File: src/rtl/core/delimited_record_splitter_macros.svh
// Assertion macros for the delimited record splitter.
// Bodies refer to clk and arst_n of the including module; no other dependencies.
`ifndef DELIMITED_RECORD_SPLITTER_MACROS_SVH
`define DELIMITED_RECORD_SPLITTER_MACROS_SVH

// Same-cycle implication, disabled while reset is asserted
`define DRS_ASSERT_NOW(lbl, ante, cons, msg) \
	lbl: assert property (@(posedge clk) disable iff (!arst_n) (ante) |-> (cons)) \
		else $error(msg);

// Next-cycle implication, disabled while reset is asserted
`define DRS_ASSERT_NEXT(lbl, ante, cons, msg) \
	lbl: assert property (@(posedge clk) disable iff (!arst_n) (ante) |=> (cons)) \
		else $error(msg);

`endif

File: src/rtl/core/drs_pkg.sv
// Shared types and codes for the delimited record splitter.
// No dependencies.
`timescale 1ns / 1ps

package drs_pkg;

	localparam int CFG_IDX_W = 3;
	localparam int DELIM_W   = 64;
	localparam int DLEN_W    = 4;
	localparam int RLEN_W    = 16;

	typedef logic [7:0] byte_t;

	typedef enum logic {
		OP_DATA  = 1'b0,
		OP_CLEAR = 1'b1
	} op_t;

	typedef enum logic {
		MODE_DELIM = 1'b0,
		MODE_FIXED = 1'b1
	} mode_t;

	typedef enum logic [CFG_IDX_W-1:0] {
		CFG_MODE        = 3'd0,
		CFG_DELIM_BYTES = 3'd1,
		CFG_DELIM_LEN   = 3'd2,
		CFG_RECORD_LEN  = 3'd3
	} cfg_idx_t;

	typedef struct packed {
		byte_t out_byte;
		logic  byte_valid;
		logic  record_end;
	} res_t;

endpackage

File: src/rtl/core/delimited_record_splitter.sv
// Delimited record splitter top level: splits a byte stream into records.
// Depends on drs_pkg and delimited_record_splitter_macros.svh.
//
//   channel | handshake               | payload
//   --------+-------------------------+---------------------------------------
//   in      | in_valid / in_stall     | op, data_byte
//   out     | out_valid / out_stall   | out_byte, byte_valid, record_end
//   cfg     | cfg_valid / cfg_ready   | cfg_index, cfg_data
//
// One beat per cycle sustained on the input while in_stall is low; a clear
// beat or a byte that only fills the match window gives no output beat. A beat
// is registered into stage one, processed against the window in one pass, and
// its result moves into the output register once that has a free slot.
// The window update (write, compare, shift) is combinational.
// Reset clears the registers to mode 0, newline delimiter of length 1, record
// length 1, empty window and zero byte count; no clearing pass is needed.
// Stage one keeps taking beats while a result waits in the output register;
// in_stall rises only when stage one holds a beat with a result to deliver
// and the output register is full and stalled.
`timescale 1ns / 1ps
`include "delimited_record_splitter_macros.svh"

module delimited_record_splitter
	import drs_pkg::*;
#(
	parameter int MAX_DELIM_LEN = 8
) (
	input  logic                 clk,
	input  logic                 arst_n,
	// input beats
	input  logic                 in_valid,
	output logic                 in_stall,
	input  logic                 op,
	input  logic [7:0]           data_byte,
	// output beats
	output logic                 out_valid,
	input  logic                 out_stall,
	output logic [7:0]           out_byte,
	output logic                 byte_valid,
	output logic                 record_end,
	// register writes
	input  logic                 cfg_valid,
	output logic                 cfg_ready,
	input  logic [CFG_IDX_W-1:0] cfg_index,
	input  logic [DELIM_W-1:0]   cfg_data
);

	// Fill count must hold 0..MAX_DELIM_LEN
	localparam int FILL_W = $clog2(MAX_DELIM_LEN + 1);

	// Configuration registers
	mode_t              mode_q;
	logic [DELIM_W-1:0] delim_q;
	logic [DLEN_W-1:0]  dlen_q;
	logic [RLEN_W-1:0]  rlen_q;

	// Splitter state
	byte_t              win_q [MAX_DELIM_LEN];
	logic [FILL_W-1:0]  fill_q;
	logic [RLEN_W-1:0]  cnt_q;

	// Stage one: registered input beat
	logic               valid_s1;
	op_t                op_s1;
	byte_t              byte_s1;

	// Output register
	logic               out_valid_q;
	res_t               res_q;

	// Processing of the stage-one beat
	logic [DLEN_W-1:0]  eff_len_w;
	logic [FILL_W-1:0]  eff_len;
	logic [FILL_W-1:0]  fill_g;
	logic [FILL_W-1:0]  fill_n;
	logic               full;
	logic               hit;
	byte_t              win_new   [MAX_DELIM_LEN];
	byte_t              win_shift [MAX_DELIM_LEN];
	logic [RLEN_W-1:0]  rlen_eff;
	logic [RLEN_W-1:0]  cnt_inc;
	logic               rec_done;

	byte_t              win_d [MAX_DELIM_LEN];
	logic [FILL_W-1:0]  fill_d;
	logic [RLEN_W-1:0]  cnt_d;
	logic               has_res;
	res_t               res_d;

	// Handshake
	logic               out_free;
	logic               s1_go;
	logic               in_acc;
	logic               cfg_wr;
	logic               cfg_clear;

	// Window compare, shift and byte count for the beat in stage one
	always_comb begin
		// effective delimiter length: zero means one, saturate at the window depth
		eff_len_w = dlen_q;
		if (dlen_q == '0) begin
			eff_len_w = DLEN_W'(1);
		end else if (dlen_q > DLEN_W'(MAX_DELIM_LEN)) begin
			eff_len_w = DLEN_W'(MAX_DELIM_LEN);
		end
		eff_len = eff_len_w[FILL_W-1:0];

		// keep the write slot inside the delimiter length
		fill_g = (fill_q >= eff_len) ? (eff_len - 1'b1) : fill_q;
		fill_n = fill_g + 1'b1;
		full   = (fill_n >= eff_len);

		for (int i = 0; i < MAX_DELIM_LEN; i++) begin
			win_new[i] = (fill_g == FILL_W'(i)) ? byte_s1 : win_q[i];
		end

		hit = 1'b1;
		for (int i = 0; i < MAX_DELIM_LEN; i++) begin
			if ((FILL_W'(i) < eff_len) && (win_new[i] != delim_q[8*i +: 8])) begin
				hit = 1'b0;
			end
		end

		// drop the oldest byte, zero-fill the top
		for (int i = 0; i < MAX_DELIM_LEN; i++) begin
			win_shift[i] = (i == MAX_DELIM_LEN - 1) ? '0 : win_new[(i + 1) % MAX_DELIM_LEN];
		end

		// fixed-length count; a zero length ends every record, so does wrap
		rlen_eff = (rlen_q == '0) ? RLEN_W'(1) : rlen_q;
		cnt_inc  = cnt_q + 1'b1;
		rec_done = (cnt_inc >= rlen_eff) || (cnt_inc == '0);

		// next state and result
		win_d   = win_q;
		fill_d  = fill_q;
		cnt_d   = cnt_q;
		has_res = 1'b0;
		res_d   = '0;

		if (op_s1 == OP_CLEAR) begin
			for (int i = 0; i < MAX_DELIM_LEN; i++) begin
				win_d[i] = '0;
			end
			fill_d = '0;
			cnt_d  = '0;
		end else if (mode_q == MODE_FIXED) begin
			has_res          = 1'b1;
			res_d.out_byte   = byte_s1;
			res_d.byte_valid = 1'b1;
			res_d.record_end = rec_done;
			cnt_d            = rec_done ? '0 : cnt_inc;
		end else if (!full) begin
			// still could be the start of a delimiter: hold it
			win_d  = win_new;
			fill_d = fill_n;
		end else if (hit) begin
			// delimiter complete: emit the marker, drop the delimiter
			has_res          = 1'b1;
			res_d.record_end = 1'b1;
			for (int i = 0; i < MAX_DELIM_LEN; i++) begin
				win_d[i] = '0;
			end
			fill_d = '0;
		end else begin
			// no match possible from the oldest byte: release it
			has_res          = 1'b1;
			res_d.out_byte   = win_new[0];
			res_d.byte_valid = 1'b1;
			win_d            = win_shift;
			fill_d           = fill_n - 1'b1;
		end
	end

	// A stage-one beat moves on when its result has a free slot, or needs none
	assign out_free  = !out_valid_q || !out_stall;
	assign s1_go     = valid_s1 && (!has_res || out_free);
	assign in_stall  = valid_s1 && !s1_go;
	assign in_acc    = in_valid && !in_stall;

	assign cfg_ready = 1'b1;
	assign cfg_wr    = cfg_valid && cfg_ready;
	// mode or delimiter length changes drop held bytes and the count
	assign cfg_clear = cfg_wr &&
		((cfg_idx_t'(cfg_index) == CFG_MODE) || (cfg_idx_t'(cfg_index) == CFG_DELIM_LEN));

	// Control and splitter state
	always_ff @(posedge clk or negedge arst_n) begin
		if (!arst_n) begin
			mode_q      <= MODE_DELIM;
			delim_q     <= DELIM_W'(10);
			dlen_q      <= DLEN_W'(1);
			rlen_q      <= RLEN_W'(1);
			for (int i = 0; i < MAX_DELIM_LEN; i++) begin
				win_q[i] <= '0;
			end
			fill_q      <= '0;
			cnt_q       <= '0;
			valid_s1    <= 1'b0;
			out_valid_q <= 1'b0;
		end else begin
			// stage one: load on accept, empty once processed
			if (in_acc) begin
				valid_s1 <= 1'b1;
			end else if (s1_go) begin
				valid_s1 <= 1'b0;
			end

			// output register: load a new result, else drop once taken
			if (s1_go && has_res) begin
				out_valid_q <= 1'b1;
			end else if (!out_stall) begin
				out_valid_q <= 1'b0;
			end

			if (s1_go) begin
				win_q  <= win_d;
				fill_q <= fill_d;
				cnt_q  <= cnt_d;
			end

			if (cfg_wr) begin
				unique case (cfg_idx_t'(cfg_index))
					CFG_MODE: begin
						mode_q <= mode_t'(cfg_data[0]);
					end
					CFG_DELIM_BYTES: begin
						delim_q <= cfg_data;
					end
					CFG_DELIM_LEN: begin
						dlen_q <= cfg_data[DLEN_W-1:0];
					end
					CFG_RECORD_LEN: begin
						rlen_q <= cfg_data[RLEN_W-1:0];
					end
					default: begin
						// unlisted index: ignore the write
					end
				endcase
			end

			if (cfg_clear) begin
				for (int i = 0; i < MAX_DELIM_LEN; i++) begin
					win_q[i] <= '0;
				end
				fill_q <= '0;
				cnt_q  <= '0;
			end
		end
	end

	// Payload registers: no reset needed
	always_ff @(posedge clk) begin
		if (in_acc) begin
			op_s1   <= op_t'(op);
			byte_s1 <= data_byte;
		end
		if (s1_go && has_res) begin
			res_q <= res_d;
		end
	end

	assign out_valid  = out_valid_q;
	assign out_byte   = res_q.out_byte;
	assign byte_valid = res_q.byte_valid;
	assign record_end = res_q.record_end;

	// Window never holds a full delimiter between beats
	`DRS_ASSERT_NOW(a_fill_below_len, 1'b1, fill_q < eff_len, "window fill reached delimiter length")
	// A beat without a byte is always a bare record-end marker
	`DRS_ASSERT_NOW(a_marker_shape, out_valid_q && !res_q.byte_valid, res_q.record_end && (res_q.out_byte == '0), "malformed record-end marker")
	// A completed delimiter empties the window
	`DRS_ASSERT_NEXT(a_match_clears, s1_go && (op_s1 == OP_DATA) && (mode_q == MODE_DELIM) && full && hit, fill_q == '0, "window not cleared after delimiter match")
	// A fixed-length record end restarts the count
	`DRS_ASSERT_NEXT(a_count_restarts, s1_go && (op_s1 == OP_DATA) && (mode_q == MODE_FIXED) && rec_done, cnt_q == '0, "byte count not restarted at record end")

endmodule
File: config.mk
export PLATFORM = sky130hd
export DESIGN_NAME = delimited_record_splitter
export DESIGN_NICKNAME = d
export VERILOG_FILES = /design/src/rtl/core/drs_pkg.sv /design/src/rtl/core/delimited_record_splitter.sv
export VERILOG_INCLUDE_DIRS = /design/src /design/src/rtl/core
export SDC_FILE = /design/constraint.sdc
export NUM_CORES = 1
export LEC_CHECK = 0
export ABC_AREA = 1
export BUFFER_PORTS_ARGS = -buffer_cell sky130_fd_sc_hd__buf_2
export CORE_MARGIN = 1.5
export CORE_UTILIZATION = 66
export DETAILED_ROUTE_END_ITERATION = 16
export HOLD_SLACK_MARGIN = 0.15
export PLACE_DENSITY = 0.88
export RECOVER_POWER = 50
export SLEW_MARGIN = 0
export SYNTH_ARGS = -nofsm -noshare
export SYNTH_HDL_FRONTEND = slang
export SYNTH_SLANG_ARGS = --single-unit
File: constraint.sdc
create_clock -name clk -period 9.84 [get_ports clk]
set_input_delay 1.968 -clock clk [delete_from_list [all_inputs] [get_ports clk]]
set_output_delay 1.968 -clock clk [all_outputs]
set_load 0.01 [all_outputs]
* Yosys cells after proc, flatten, opt, wreduce, memory -nomap -nowiden *
Index checks and enable logic that the tools add are counted.

cells by class
  reductions and logical operators = 36
  multiplexer cells = 48
  add/sub/neg operators = 4
  $lt $le $gt $ge = 12
  equal/unequal tests = 20

operators with widths
  operator               number
  $mux 64                6
  $mux 16                6
  $mux 8                 8
  $ne 8x8->1             8
  $mux 4                 9
  $logic_not 16->1       2
  $mux 10                2
  $add 16x1->16 const B  1
  $eq 4x3->1 const B     4
  $ge 16x16->1           1
  $lt 3x4->1 const A     4
  $mux 1                 16
  $logic_and 1x1->1      13
  $reduce_and 2->1       6
  $mux 9                 1
  $eq 4x2->1 const B     2
  $ge 4x4->1             2
  $logic_not 4->1        2
  $lt 1x4->1 const A     2
  $lt 2x4->1 const A     2
  $sub 4x1->4 const B    2
  $eq 3x2->1 const B     2
  $logic_not 1->1        5
  $add 4x1->4 const B    1
  9 further kinds        13

word-level totals
  bits in registers = 190
  input port bits = 81
  output and inout bits = 13
  word-level logic and storage cells = 141

* Depth between registers and ports, before layout *
Gate-level depths: netlist of run 1.

  word-level depth = 23
  gate-level depth with buffers = 35
  mapped depth without buffers = 32

* Worst setup path after synthesis of run 1 *
OpenSTA, ideal clock, no wires.

  kind = reg-to-output
  start = register dlen_q[0]
  end = output port in_stall
  data required time = 7872 ps
  path slack = 3864 ps
  stages on the path, launching flop included = 23
  arrival = 4008 ps
  path through = dfstp_2 > inv_1 > a21oi_1 > ha_1 > nand2_1 > inv_2 > nand2_1 > nand3_2 > o21ai_0 > ha_1 > buf_1 > xor2_1 > ha_1 > nand2_1 > inv_1 > o21ai_1 > nand2_1 > a31oi_1 > inv_2 > o21bai_1 > nor3_1 > inv_1 > nor2_1

between the ends
  longest elaborated chain between the ends = 15
  elaborated cells on any way between the ends = 17

RTL lines
  what                                       line                              RTL
  start: declaration                         delimited_record_splitter.sv:54   logic [DLEN_W-1:0] dlen_q;
  start signal: assignment                   delimited_record_splitter.sv:231  dlen_q <= cfg_data[DLEN_W-1:0];
  $gt 4x4->1                                 delimited_record_splitter.sv:103  end else if (dlen_q > DLEN_W'(MAX_DELIM_LEN)) begin
  $mux 4                                     delimited_record_splitter.sv:103
  $mux 4 *                                   delimited_record_splitter.sv:101  if (dlen_q == '0) begin
  $sub 4x1->4 or $ge 4x4->1 (tied branches)  delimited_record_splitter.sv:109  fill_g = (fill_q >= eff_len) ? (eff_len - 1'b1) : fill_q;
  $mux 4                                     delimited_record_splitter.sv:109
  $add 4x1->4                                delimited_record_splitter.sv:110  fill_n = fill_g + 1'b1;
  $ge 4x4->1 *                               delimited_record_splitter.sv:111  full = (fill_n >= eff_len);
  $mux 1 *                                   delimited_record_splitter.sv:153  end else if (!full) begin
  $mux 1 *                                   delimited_record_splitter.sv:147  end else if (mode_q == MODE_FIXED) begin
  $mux 1 *                                   delimited_record_splitter.sv:141  if (op_s1 == OP_CLEAR) begin
  $logic_not 1->1 *                          delimited_record_splitter.sv:177  assign s1_go = valid_s1 && (!has_res || out_free);
  $logic_or 1x1->1 *                         delimited_record_splitter.sv:177
  $logic_and 1x1->1 *                        delimited_record_splitter.sv:177
  $logic_not 1->1 *                          delimited_record_splitter.sv:178  assign in_stall = valid_s1 && !s1_go;
  $logic_and 1x1->1 *                        delimited_record_splitter.sv:178
  end: declaration                           delimited_record_splitter.sv:32   output logic in_stall,

Every way passes the cells marked *; elsewhere a longest branch is shown, timed or not.

==> out/qor.yml, run 1 <==
synth:
  synth_xor_area_frac: 0.01027
  synth_mux_area_frac: 0.01982
  synth_nets: 1847
  async_reset_ff_frac: 0.9000
  ys.warnings.count: 0
  ys_ff_latch: 190
  synthFlopType: "dfrtp_1"
  seq_area_frac_synth: 0.4068
  synth_top_family_by_area: "simple AND/OR/NAND/NOR gates"
  synth-simple-area-share: 0.3859
  syn_avg_cell_area_um2: 6.886
  synth_fa_ha_area_frac: 0.03460
  syn_area_um2: 11930
  synth_cells: 1733
  post_synth_num_cell_types: 44
  synth_enable_flop_cells: 19
  synth_compound_area_frac: 0.05515
cts:
  cts.clk_slew.worst_paths_ps: 70
  cts-root-buf: "clkbuf_16"
  cts.repair.resized: 0
  ctsHoldBuffers: 0
  numCtsBuffers: 17
  clock_latency_ps: 450
  cts_buffer_depth: 2
  cts.sink_count: 190
  h-tree-depth: 4
  tritoncts: "built"
  post_cts_buffers: 0
worst_hold_path:
  min_path_type: "flop to flop"
drt:
  wl_per_cell_um: 16.60
  ant_nets: 0
  vias: 11751
  drt_first_pass_iters: 9
  drt_iter0_drc: 1530
  vias_per_cell: 5.838
  drc_errors: 0
  drt_wl_total_um: 33430
timing:
  whs_ps: 480.4
  timing.fmax_ghz: 0.1378
  setup_tns_ps: 0
  slew_headroom: -2.576
  slew_viol_final: 223
  timing.final.crit_period_ps: 7256
  skew_ps: 12.34
  hold_viol: 0
  tightest_slew_ps: 5364
  post-route-period-util: 0.7373
  finalSetupViolations: 0
  grt_setup_unrepaired: "no"
worst_setup_path:
  critPathSlowestCell: "clkbuf_1"
  required_ps: 10060
  setup.worst_path.end_class: "async pin"
  critPathMaxFanout: 99
  cp_top_family: "buffers and inverters"
  startpoint_type: "primary input"
  crit_type: "primary input to async pin"
  cp.buffers_inverters: 2
  arrival_ps: 7480
  cpPeakStageDelay_ps: 3670
  path_cells: "clkbuf_1, clkbuf_2"
pwr:
  vdd_ir_drop_max_mv: 0.4761
  intPower_w: 0.002008
  switching_share: 0.5154
  leakage_nw: 7.242
  p_seq_frac: 0.273
  clkPwrFrac: 0.178
  combPwrFrac: 0.549
  switching_power_w: 0.002136
  power_density_nw_per_um2: 318.9
global_route:
  grt_pass1_vias: 10964
  track_usage: 0.3719
  overflow: 0
  grt_start_max_net_pins: 100
  grt_pass1_wl_um: 53710
  antenna_found_initial: 0
floorplanning:
  die_h_um: 137.5
  ios: 94
  dieArea_um2: 18900
  fp.dieW_um: 137.5
  initial_core_util: 0.6828
  rows: 48
  coreArea_um2: 17480
place:
  detailed_place.area_um2: 12410
  place.gp.congestion: 0.9434
  port_buffers: 92
  hpwl_um: 22440
cells_and_area:
  drive_gt1_frac: 0.1007
  stdcell_area_um2: 12990
  area_growth_pct: 8.880
  fin_nets: 1889
  antenna_cells: 0
  final_util: 0.7435
outcome:
  status: "finished, violations left"
  violations: "capacitance limit, slew limit"
job:
  cap_violations: 3
## Yosys cell counts (5+ instances only)
master,instances,area share
nor4_1,6,0.0031
o22ai_1,8,0.0042
nand3_1,176,0.074
nor2_1,84,0.026
a21oi_1,41,0.017
nand3b_1,23,0.014
o21a_1,5,0.0031
o21ai_0,61,0.026
buf_6,6,0.0057
dfrtp_1,167,0.35
mux2_2,21,0.020
clkbuf_1,48,0.015
nand4_1,19,0.010
inv_2,7,0.0022
nand2_2,10,0.0052
xor2_1,10,0.0073
ha_1,33,0.035
buf_1,6,0.0019
nand2_1,755,0.24
inv_1,174,0.055
edfxtp_1,19,0.048
buf_2,10,0.0042
## path summary, 6_finish.rpt
path | start | to | slack, ps | cells after the start
worst min-delay path | win_q[2] | win_q[2] | 480 | 2
worst max register to register | dlen_q[1] | win_q[19] | 3400 | 28
max in group clk | dlen_q[1] | in_stall | 2790 | 23
worst max-delay path | arst_n | delim_q[61] | 2580 | 2
min in group asynchronous | arst_n | delim_q[14] | 3460 | 1
worst min register to register | win_q[2] | win_q[2] | 480 | 2
## metrics by stage
stage	worst slack, ps	instances	power [W]
6_report	2584	2013	0.004144
4_1_cts	2878	2013	0.004074
5_1_grt	1280	2013	0.004423
2_1_floorplan	3864	1733	0.002790
3_3_place_gp	3588	1981	0.003256
3_5_place_dp	3398	1981	0.003318
## power groups by stage
stage               Combinational, W  Sequential (W)  Clock (W)
floorplan                    0.00170         0.00109          0
global placement             0.00213         0.00113          0
detailed placement           0.00219         0.00113          0
CTS                          0.00221         0.00112   0.000739
global route                 0.00251         0.00115   0.000769
finish                       0.00227         0.00113   0.000738
## flip-flops by register name, indices dropped and copies added (netlist names)
register,count
byte_s1,8
byte_valid,1
cnt_q,16
delim_q,64
dlen_q,4
fill_q,4
mode_q,1
op_s1,1
out_byte,8
out_valid,1
record_end,1
rlen_q,16
valid_s1,1
win_q,64
## per-layer routing
layer,vias up,global-route usage,wire (um)
li1,5551,-,-
met1,5334,0.4981,13330
met2,732,0.5761,15010
met3,134,0.08609,3698
met4,0,0.1690,1382
met5,-,0,0
## cell type report
type	instances	area (um^2)
Multi-Input combinational cell	1285	6062
Inverter	183	686.9
Fill cell	1320	4483
Sequential cell	190	4855
Clock buffer	18	450.4
Timing Repair Buffer	98	488.0
Clock inverter	14	170.2
Tap cell	225	281.5
## cells by family (layout without fill, tap and decap cells)
logic type | Yosys count | in the layout
flops | 190 | 190
simple gates | 1092 | 1092
compound gates | 124 | 124
fa+ha+maj | 33 | 33
buf+inv | 258 | 313
mux | 21 | 21
xor+xnor | 14 | 14
other cells | 1 | 1
## placed cells by master (no fill, tap or decap), types with 5 or more instances in the layout
cell       netlist  final
nor2_1          84     83
edfxtp_1        19     19
nand2_1        755    755
ha_1            33     33
nor4_1           6      6
nand2_2         10     10
inv_2            7      8
inv_1          174    173
xor2_1          10     10
clkbuf_16        0     18
nand4_1         19     19
nand3b_1        23     23
buf_2           10     80
o21ai_0         61     61
clkbuf_1        48     12
o21a_1           5      5
o22ai_1          8      8
nand3_1        176    176
buf_4            3      5
mux2_2          21     21
a21oi_1         41     41
dfrtp_1        167    167
Power figures use the tool's default switching activity.
==> run 2, diff against run 1 <==
--- a/config.mk
+++ b/config.mk
@@ -6,13 +6,13 @@
 export SDC_FILE = /design/constraint.sdc
 export NUM_CORES = 1
 export LEC_CHECK = 0
-export ABC_AREA = 1
+export ABC_AREA = 0
 export BUFFER_PORTS_ARGS = -buffer_cell sky130_fd_sc_hd__buf_2
 export CORE_MARGIN = 1.5
-export CORE_UTILIZATION = 66
+export CORE_UTILIZATION = 55
 export DETAILED_ROUTE_END_ITERATION = 16
 export HOLD_SLACK_MARGIN = 0.15
-export PLACE_DENSITY = 0.88
+export PLACE_DENSITY = 0.78
 export RECOVER_POWER = 50
 export SLEW_MARGIN = 0
 export SYNTH_ARGS = -nofsm -noshare
==> constraint.sdc (replaced) <==
create_clock -name clk -period 6 [get_ports clk]
set_input_delay 1.2 -clock clk [delete_from_list [all_inputs] [get_ports clk]]
set_output_delay 1.2 -clock clk [all_outputs]
set_load 0.01 [all_outputs]
==> run 2 against run 1 <==
The flow still finishes with violations (capacitance limit, slew limit). Final area shrank 1.6%. Total power grew 43%. Count of clock-buffer cells in the layout grew 3. Sequential share of layout area grew 0.60 points. Critical endpoint is now in_stall. Highest routed layer unchanged.
==> out/qor.yml, run 2 <==
global_route:
  antenna_found_initial: 0  # unchanged
  grt_start_max_net_pins: 82  # -18%
  overflow: 0  # unchanged
  track_usage: 0.2917  # -0.08015
  grt_pass1_vias: 9150  # -17%
  grt_pass1_wl_um: 49190  # -8.4%
outcome:
  violations: "capacitance limit, slew limit"
  status: "finished, violations left"
worst_setup_path:
  critPathMaxFanout: 8  # -92%
  r2r_slack_ps: 310  # -3090 ps
  startpoint_type: "flop"
  crit_type: "flop to primary output"
  arrival_ps: 4520  # -2960 ps
  setup.worst_path.end_class: "primary output"
  path_cells: "nor2_1, o21ai_0, inv_1, ha_1, nor2b_1, o21ai_1, nand2_1, nand2_1, o21ai_0, ha_1, xor2_1, inv_1, ha_1, a21o_1, a21oi_1, a21o_1, nor3_1, buf_2"
  cpPeakStageDelay_ps: 390  # -3280 ps
  required_ps: 4800  # -5260 ps
  critPathSlowestCell: "dfrtp_1"
  cp_common_cell: "ha_1"
synth:
  synth_nets: 1195  # -35%
  synth_enable_flop_cells: 19  # unchanged
  yosysTopAreaCell: "dfrtp_1"
  syn_avg_cell_area_um2: 10.43  # +51%
  synthFlopType: "dfrtp_1"
  ys_ff_latch: 190  # unchanged
  ys.warnings.count: 0  # unchanged
  synthTopCellsByCount: "167 x dfrtp_1, 79 x mux2_2, 65 x xor2_1"
  async_reset_ff_frac: 0.9000  # unchanged
  synth_cells: 1081  # -38%
  synthTopCellsByArea: "dfrtp_1 37%, mux2_2 7.9%, edfxtp_1 5.1%"
  synth_top_area_frac: 0.3708  # +0.02064
  synth.most_common_cell: "dfrtp_1"
  post_synth_num_cell_types: 80  # +82%
  syn_area_um2: 11270  # -5.6%
  seq_area_frac_synth: 0.4308  # +0.02398
cells_and_area:
  layout_commonest_cell: "dfrtp_1"
  largestRegisters: "delim_q x64, win_q x64"
  fillers: 1618  # +23%
  stdcell_area_um2: 12790  # -1.6%
  drive_gt1_frac: 0.2170  # +0.1163
  seqCellArea_um2: 4855  # unchanged
  final_cell_mix: "167 x dfrtp_1, 79 x mux2_2, 79 x buf_2"
  multi_input_area_um2: 6131  # +1.1%
  antenna_cells: 0  # unchanged
  area_growth_pct: 13.47
  fin_nets: 1290  # -32%
timing:
  slew_viol_final: 152  # -32%
  setup_tns_ps: 0  # unchanged
  timing.final.crit_period_ps: 5719
  timing.fmax_ghz: 0.1749
  grt_setup_unrepaired: "no"
  hold_viol: 0  # unchanged
  finalSetupViolations: 0  # unchanged
  slew_headroom: -1.919  # +0.6573
  fin_ws_ps: 281.1  # -2303 ps
  tightest_slew_ps: 4378  # -986.0 ps
  skew_ps: 9.531  # -2.805 ps
  post-route-period-util: 0.9532
cts:
  h-tree-depth: 4  # unchanged
  tritoncts: "built"
  cts_buffer_depth: 2  # unchanged
  cts-root-buf: "clkbuf_16"
  cts.clk_slew.worst_paths_ps: 70  # about the same
  ctsHoldBuffers: 0  # unchanged
  clock_latency_ps: 450  # about the same
  cts.sink_count: 190  # unchanged
  numCtsBuffers: 17  # unchanged
place:
  port_buffers: 92  # unchanged
  dpl_worst_slack_ps: 232.6  # -3165 ps
  hpwl_um: 21400  # -4.6%
  place.gp.congestion: 0.9433  # about the same
  detailed_place.area_um2: 12080  # -2.7%
drt:
  drt_iter0_drc: 916  # -40%
  vias_per_cell: 6.338  # +8.6%
  drt_first_pass_iters: 9  # unchanged
  drc_errors: 0  # unchanged
  ant_nets: 0  # unchanged
  drt_wl_total_um: 30560  # -8.6%
  vias: 9247  # -21%
  wl_per_cell_um: 20.94  # +26%
floorplanning:
  die_h_um: 146.1  # +6.3%
  ios: 94  # unchanged
  dieArea_um2: 21360  # +13%
  initial_core_util: 0.5587  # -0.1241
  fp.dieW_um: 146.1  # +6.3%
  coreArea_um2: 20170  # +15%
  rows: 52  # +8.3%
job:
  cap_violations: 2  # -1
worst_hold_path:
  min_path_type: "flop to flop"
pwr:
  leakage_nw: 5.731  # -21%
  vdd_ir_drop_max_mv: 0.4559  # -4.2%
  power_density_nw_per_um2: 463.1  # +45%
[run 2: changes by cell type in the layout (fill, tap and decap cells not counted), moves of 55 or more]
cell and delta:
xor2_1 +55, a221o_1 +55, mux2_2 +58, nand2_1 -699
nand3_1 -149, inv_1 -125
[run 2: routing by layer]
metal / share of wire / up-vias / track usage
li1: - / 4200 / -
met1: 0.42 / 4513 / 0.3951
met2: 0.47 / 453 / 0.4690
met3: 0.072 / 81 / 0.05500
met4: 0.029 / 0 / 0.1071
met5: 0 / - / 0
[run 2: cell type report]
class | instances | share of cell area
Sequential cell | 190 | 0.3796
Clock inverter | 11 | 0.009589
Inverter | 49 | 0.01438
Clock buffer | 21 | 0.03601
Timing Repair Buffer | 125 | 0.05450
Tap cell | 270 | 0.02642
Multi-Input combinational cell | 793 | 0.4795
[run 2: metrics by stage]
step / power [W] / utilization / hold slack (ps) / cells
after floorplan: 0.003757 / - / 465.8 / 1081
after global placement: 0.004426 / 0.5989 / 496.0 / 1421
after detailed placement: 0.004480 / 0.5989 / 504.5 / 1421
after CTS: 0.005638 / 0.6279 / 520.9 / 1453
after global routing: 0.006235 / 0.6340 / 552.9 / 1459
final: 0.005922 / 0.6340 / 519.7 / 1459
[run 2: cell families (layout without fill, tap and decap cells)]
kind of cell,Yosys count,count (layout),share of synthesized area
xor gates and xnor gates,106,106,0.08405
adders and majority gates,33,33,0.03664
buffers and inverters,98,206,0.03508
DFF,190,190,0.4308
AOI/OAI and AO/OA,249,249,0.1710
other,1,1,0.0003328
and+or+nand+nor,306,306,0.1460
muxes,98,98,0.09615
[run 2: worst paths after layout]
| path | start | to | cells past startpoint |
|---|---|---|---|
| min | cnt_q[10] | cnt_q[10] | 2 |
| min reg2reg | cnt_q[10] | cnt_q[10] | 2 |
| max | dlen_q[2] | in_stall | 18 |
| min in group asynchronous | arst_n | cnt_q[9] | 1 |
| max in group asynchronous | arst_n | win_q[26] | 2 |
| max reg2reg | dlen_q[2] | win_q[9] | 22 |
[run 2: repair_timing]
item | in CTS | in global routing
buffers inserted | 0 | 6
setup endpoints to repair | 0 | 70
resized for setup | 0 | 19
[run 2: critical path: cells and delay by family, from the launching register on]
kind | cells | cell delay (ps)
AOI/OAI and AO/OA | 6 | 1250
adders and majority gates | 3 | 940
and+or+nand+nor | 5 | 750
buffers and inverters | 3 | 420
DFF | 1 | 390
xor gates and xnor gates | 1 | 310
[run 2: power by group]
group          internal (W)  switching [W]
Combinational       0.00118        0.00172
Clock              0.000608       0.000533
Sequential          0.00158       0.000306
Total               0.00337        0.00256
==> run 3, diff against run 2 <==
--- a/config.mk
+++ b/config.mk
@@ -13,7 +13,7 @@
 export DETAILED_ROUTE_END_ITERATION = 16
 export HOLD_SLACK_MARGIN = 0.15
 export PLACE_DENSITY = 0.78
-export RECOVER_POWER = 50
+export RECOVER_POWER = 25
 export SLEW_MARGIN = 0
 export SYNTH_ARGS = -nofsm -noshare
 export SYNTH_HDL_FRONTEND = slang
==> run 3 against run 2 <==
The flow still finishes with violations (capacitance limit, slew limit). Combinational power about the same. Non-clock buffer count unchanged. Cell count unchanged. Flip-flop and latch count unchanged. Routed wire length down 0.13%. Worst setup slack better by 0.59 ps. Count of clock-buffer cells in the layout unchanged. Sequential share of layout area down 0.055 points. Total power about the same. Utilization up 0.093 points. Maximum frequency about the same. Clock power about the same. Critical endpoint unchanged. Highest routed layer unchanged.
==> out/qor.yml, run 3 (same netlist as run 2, synthesis figures left out) <==
floorplanning:
  fp.dieW_um: 146.1  # unchanged
  rows: 52  # unchanged
  coreArea_um2: 20170  # unchanged
  initial_core_util: 0.5587  # unchanged
  ios: 94  # unchanged
  die_h_um: 146.1  # unchanged
  dieArea_um2: 21360  # unchanged
timing:
  setup_tns_ps: 0  # unchanged
  finalSetupViolations: 0  # unchanged
  slew_viol_final: 82  # -46%
  slew_headroom: -1.923  # -0.004380
  grt_setup_unrepaired: "no"
  timing.fmax_ghz: 0.1749  # about the same
  timing.final.crit_period_ps: 5718  # -0.5900 ps
  tightest_slew_ps: 4385  # +6.583 ps
  post-route-period-util: 0.9531  # about the same
  hold_viol: 0  # unchanged
  skew_ps: 9.062  # -0.4685 ps
global_route:
  grt_pass1_wl_um: 49190  # unchanged
  grt_pass1_vias: 9150  # unchanged
  track_usage: 0.2917  # unchanged
  grt_start_max_net_pins: 82  # unchanged
  antenna_found_initial: 0  # unchanged
  overflow: 0  # unchanged
outcome:
  status: "finished, violations left"
  violations: "capacitance limit, slew limit"
worst_setup_path:
  path_cells: "nor2_1, o21ai_0, inv_1, ha_1, nor2b_1, o21ai_1, nand2_1, nand2_1, o21ai_0, ha_1, xor2_1, inv_1, ha_1, a21o_1, a21oi_1, a21o_1, nor3_1, buf_2"
  cp.buffers_inverters: 3  # unchanged
  setup.worst_path.end_class: "primary output"
  critPathMaxFanout: 8  # unchanged
  arrival_ps: 4520  # about the same
  required_ps: 4800  # about the same
  cp_top_family: "compound AO/OA/AOI/OAI gates"
  crit_type: "flop to primary output"
  critPathSlowestCell: "dfrtp_1"
  cp_common_cell: "ha_1"
  cpPeakStageDelay_ps: 390  # about the same
  startpoint_type: "flop"
drt:
  drt_first_pass_iters: 11  # +2
  wl_per_cell_um: 20.92  # -0.13%
  vias_per_cell: 6.340  # about the same
  drt_wl_total_um: 30520  # -0.13%
  ant_nets: 0  # unchanged
  drc_errors: 0  # unchanged
  vias: 9250  # +0.032%
  drt_iter0_drc: 863  # -5.8%
place:
  detailed_place.area_um2: 12080  # unchanged
  port_buffers: 92  # unchanged
  place.gp.congestion: 0.9433  # unchanged
  hpwl_um: 21400  # unchanged
cts:
  h-tree-depth: 4  # unchanged
  cts.sink_count: 190  # unchanged
  ctsHoldBuffers: 0  # unchanged
  cts.clk_slew.worst_paths_ps: 70  # about the same
  numCtsBuffers: 17  # unchanged
  clock_latency_ps: 450  # about the same
  cts_buffer_depth: 2  # unchanged
  cts-root-buf: "clkbuf_16"
  tritoncts: "built"
cells_and_area:
  stdcell_area_um2: 12810  # +0.15%
  layout_commonest_cell: "dfrtp_1"
  final_cell_mix: "167 x dfrtp_1, 91 x buf_2, 79 x mux2_2"
  drive_gt1_frac: 0.2279  # +0.01093
  fin_nets: 1290  # unchanged
  largestRegisters: "delim_q x64, win_q x64"
  area_growth_pct: 13.63
  antenna_cells: 0  # unchanged
worst_hold_path:
  min_path_type: "flop to flop"
pwr:
  power_density_nw_per_um2: 462.8  # about the same
  leakage_nw: 5.771  # +0.69%
  vdd_ir_drop_max_mv: 0.4548  # -0.23%
  power.total_w: 0.005926  # about the same
job:
  cap_violations: 1  # -1
==> run 3: cell types whose count changed in the layout (fill, tap and decap cells not counted) <==
cell,delta
buf_2,+12
clkbuf_1,-13
buf_4,+2
clkbuf_4,-1
==> run 3: worst register-to-register path, stage by stage (launching register included) <==
cell,delay [ps]
dfrtp_1,390
nor2_1,60
o21ai_0,290
inv_1,200
ha_1,320
nor2b_1,200
o21ai_1,100
nand2_1,300
nand2_1,120
o21ai_0,130
ha_1,340
xor2_1,310
inv_1,80
ha_1,270
a21o_1,160
a21oi_1,340
a21o_1,230
o21ai_1,160
nand3b_1,420
buf_4,330
buf_4,200
nor3_2,450
a221o_1,240
==> run 3: final timing paths <==
path	endpoint	start	slack (ps)	cells past startpoint
max in group asynchronous	win_q[26]	arst_n	980	2
setup / recovery	in_stall	dlen_q[2]	280	18
setup reg to reg	win_q[9]	dlen_q[2]	290	22
hold reg to reg	cnt_q[10]	cnt_q[10]	520	2
min in group asynchronous	cnt_q[9]	arst_n	2280	1
hold / removal	cnt_q[10]	cnt_q[10]	520	2
==> run 3: cell type report <==
| class | instances | area [um^2] |
|---|---|---|
| flip-flops and latches | 190 | 4855 |
| well taps | 270 | 337.8 |
| inverters | 49 | 183.9 |
| multi-input cells | 793 | 6131 |
| clock inverters | 11 | 122.6 |
| clock buffers | 21 | 460.4 |
| repair buffers | 125 | 715.7 |
| fillers | 1612 | 7363 |
==> run 3: timing repair <==
| action | in CTS | in global routing |
|---|---|---|
| buffers inserted | 0 | 6 |
| resized for setup | 0 | 19 |
| setup endpoints to repair | 0 | 70 |
==> run 3: stage by stage <==
stage	cells	utilization	hold slack, ps	setup slack, ps
final	1459	0.6349	519.3	281.7
after global routing	1459	0.6349	552.9	24.53
after CTS	1453	0.6279	520.9	58.83
after detailed placement	1421	0.5989	504.5	232.6
after global placement	1421	0.5989	496.0	370.7
after floorplan	1081	-	465.8	687.5
==> run 3: report_power, final <==
| part | leakage (nW) | switching, W | internal [W] | total (W) |
|---|---|---|---|---|
| Combinational | 3.10 | 0.00172 | 0.00119 | 0.00291 |
| Sequential | 2.39 | 0.000304 | 0.00158 | 0.00188 |
| Clock | 0.286 | 0.000532 | 0.000608 | 0.00114 |
| Total | 5.77 | 0.00256 | 0.00337 | 0.00593 |
==> run 3: layer usage <==
layer | GRT usage | share of wire
met1 | 0.3951 | 0.42
met2 | 0.4690 | 0.48
met3 | 0.05500 | 0.072
met4 | 0.1071 | 0.027
met5 | 0 | 0
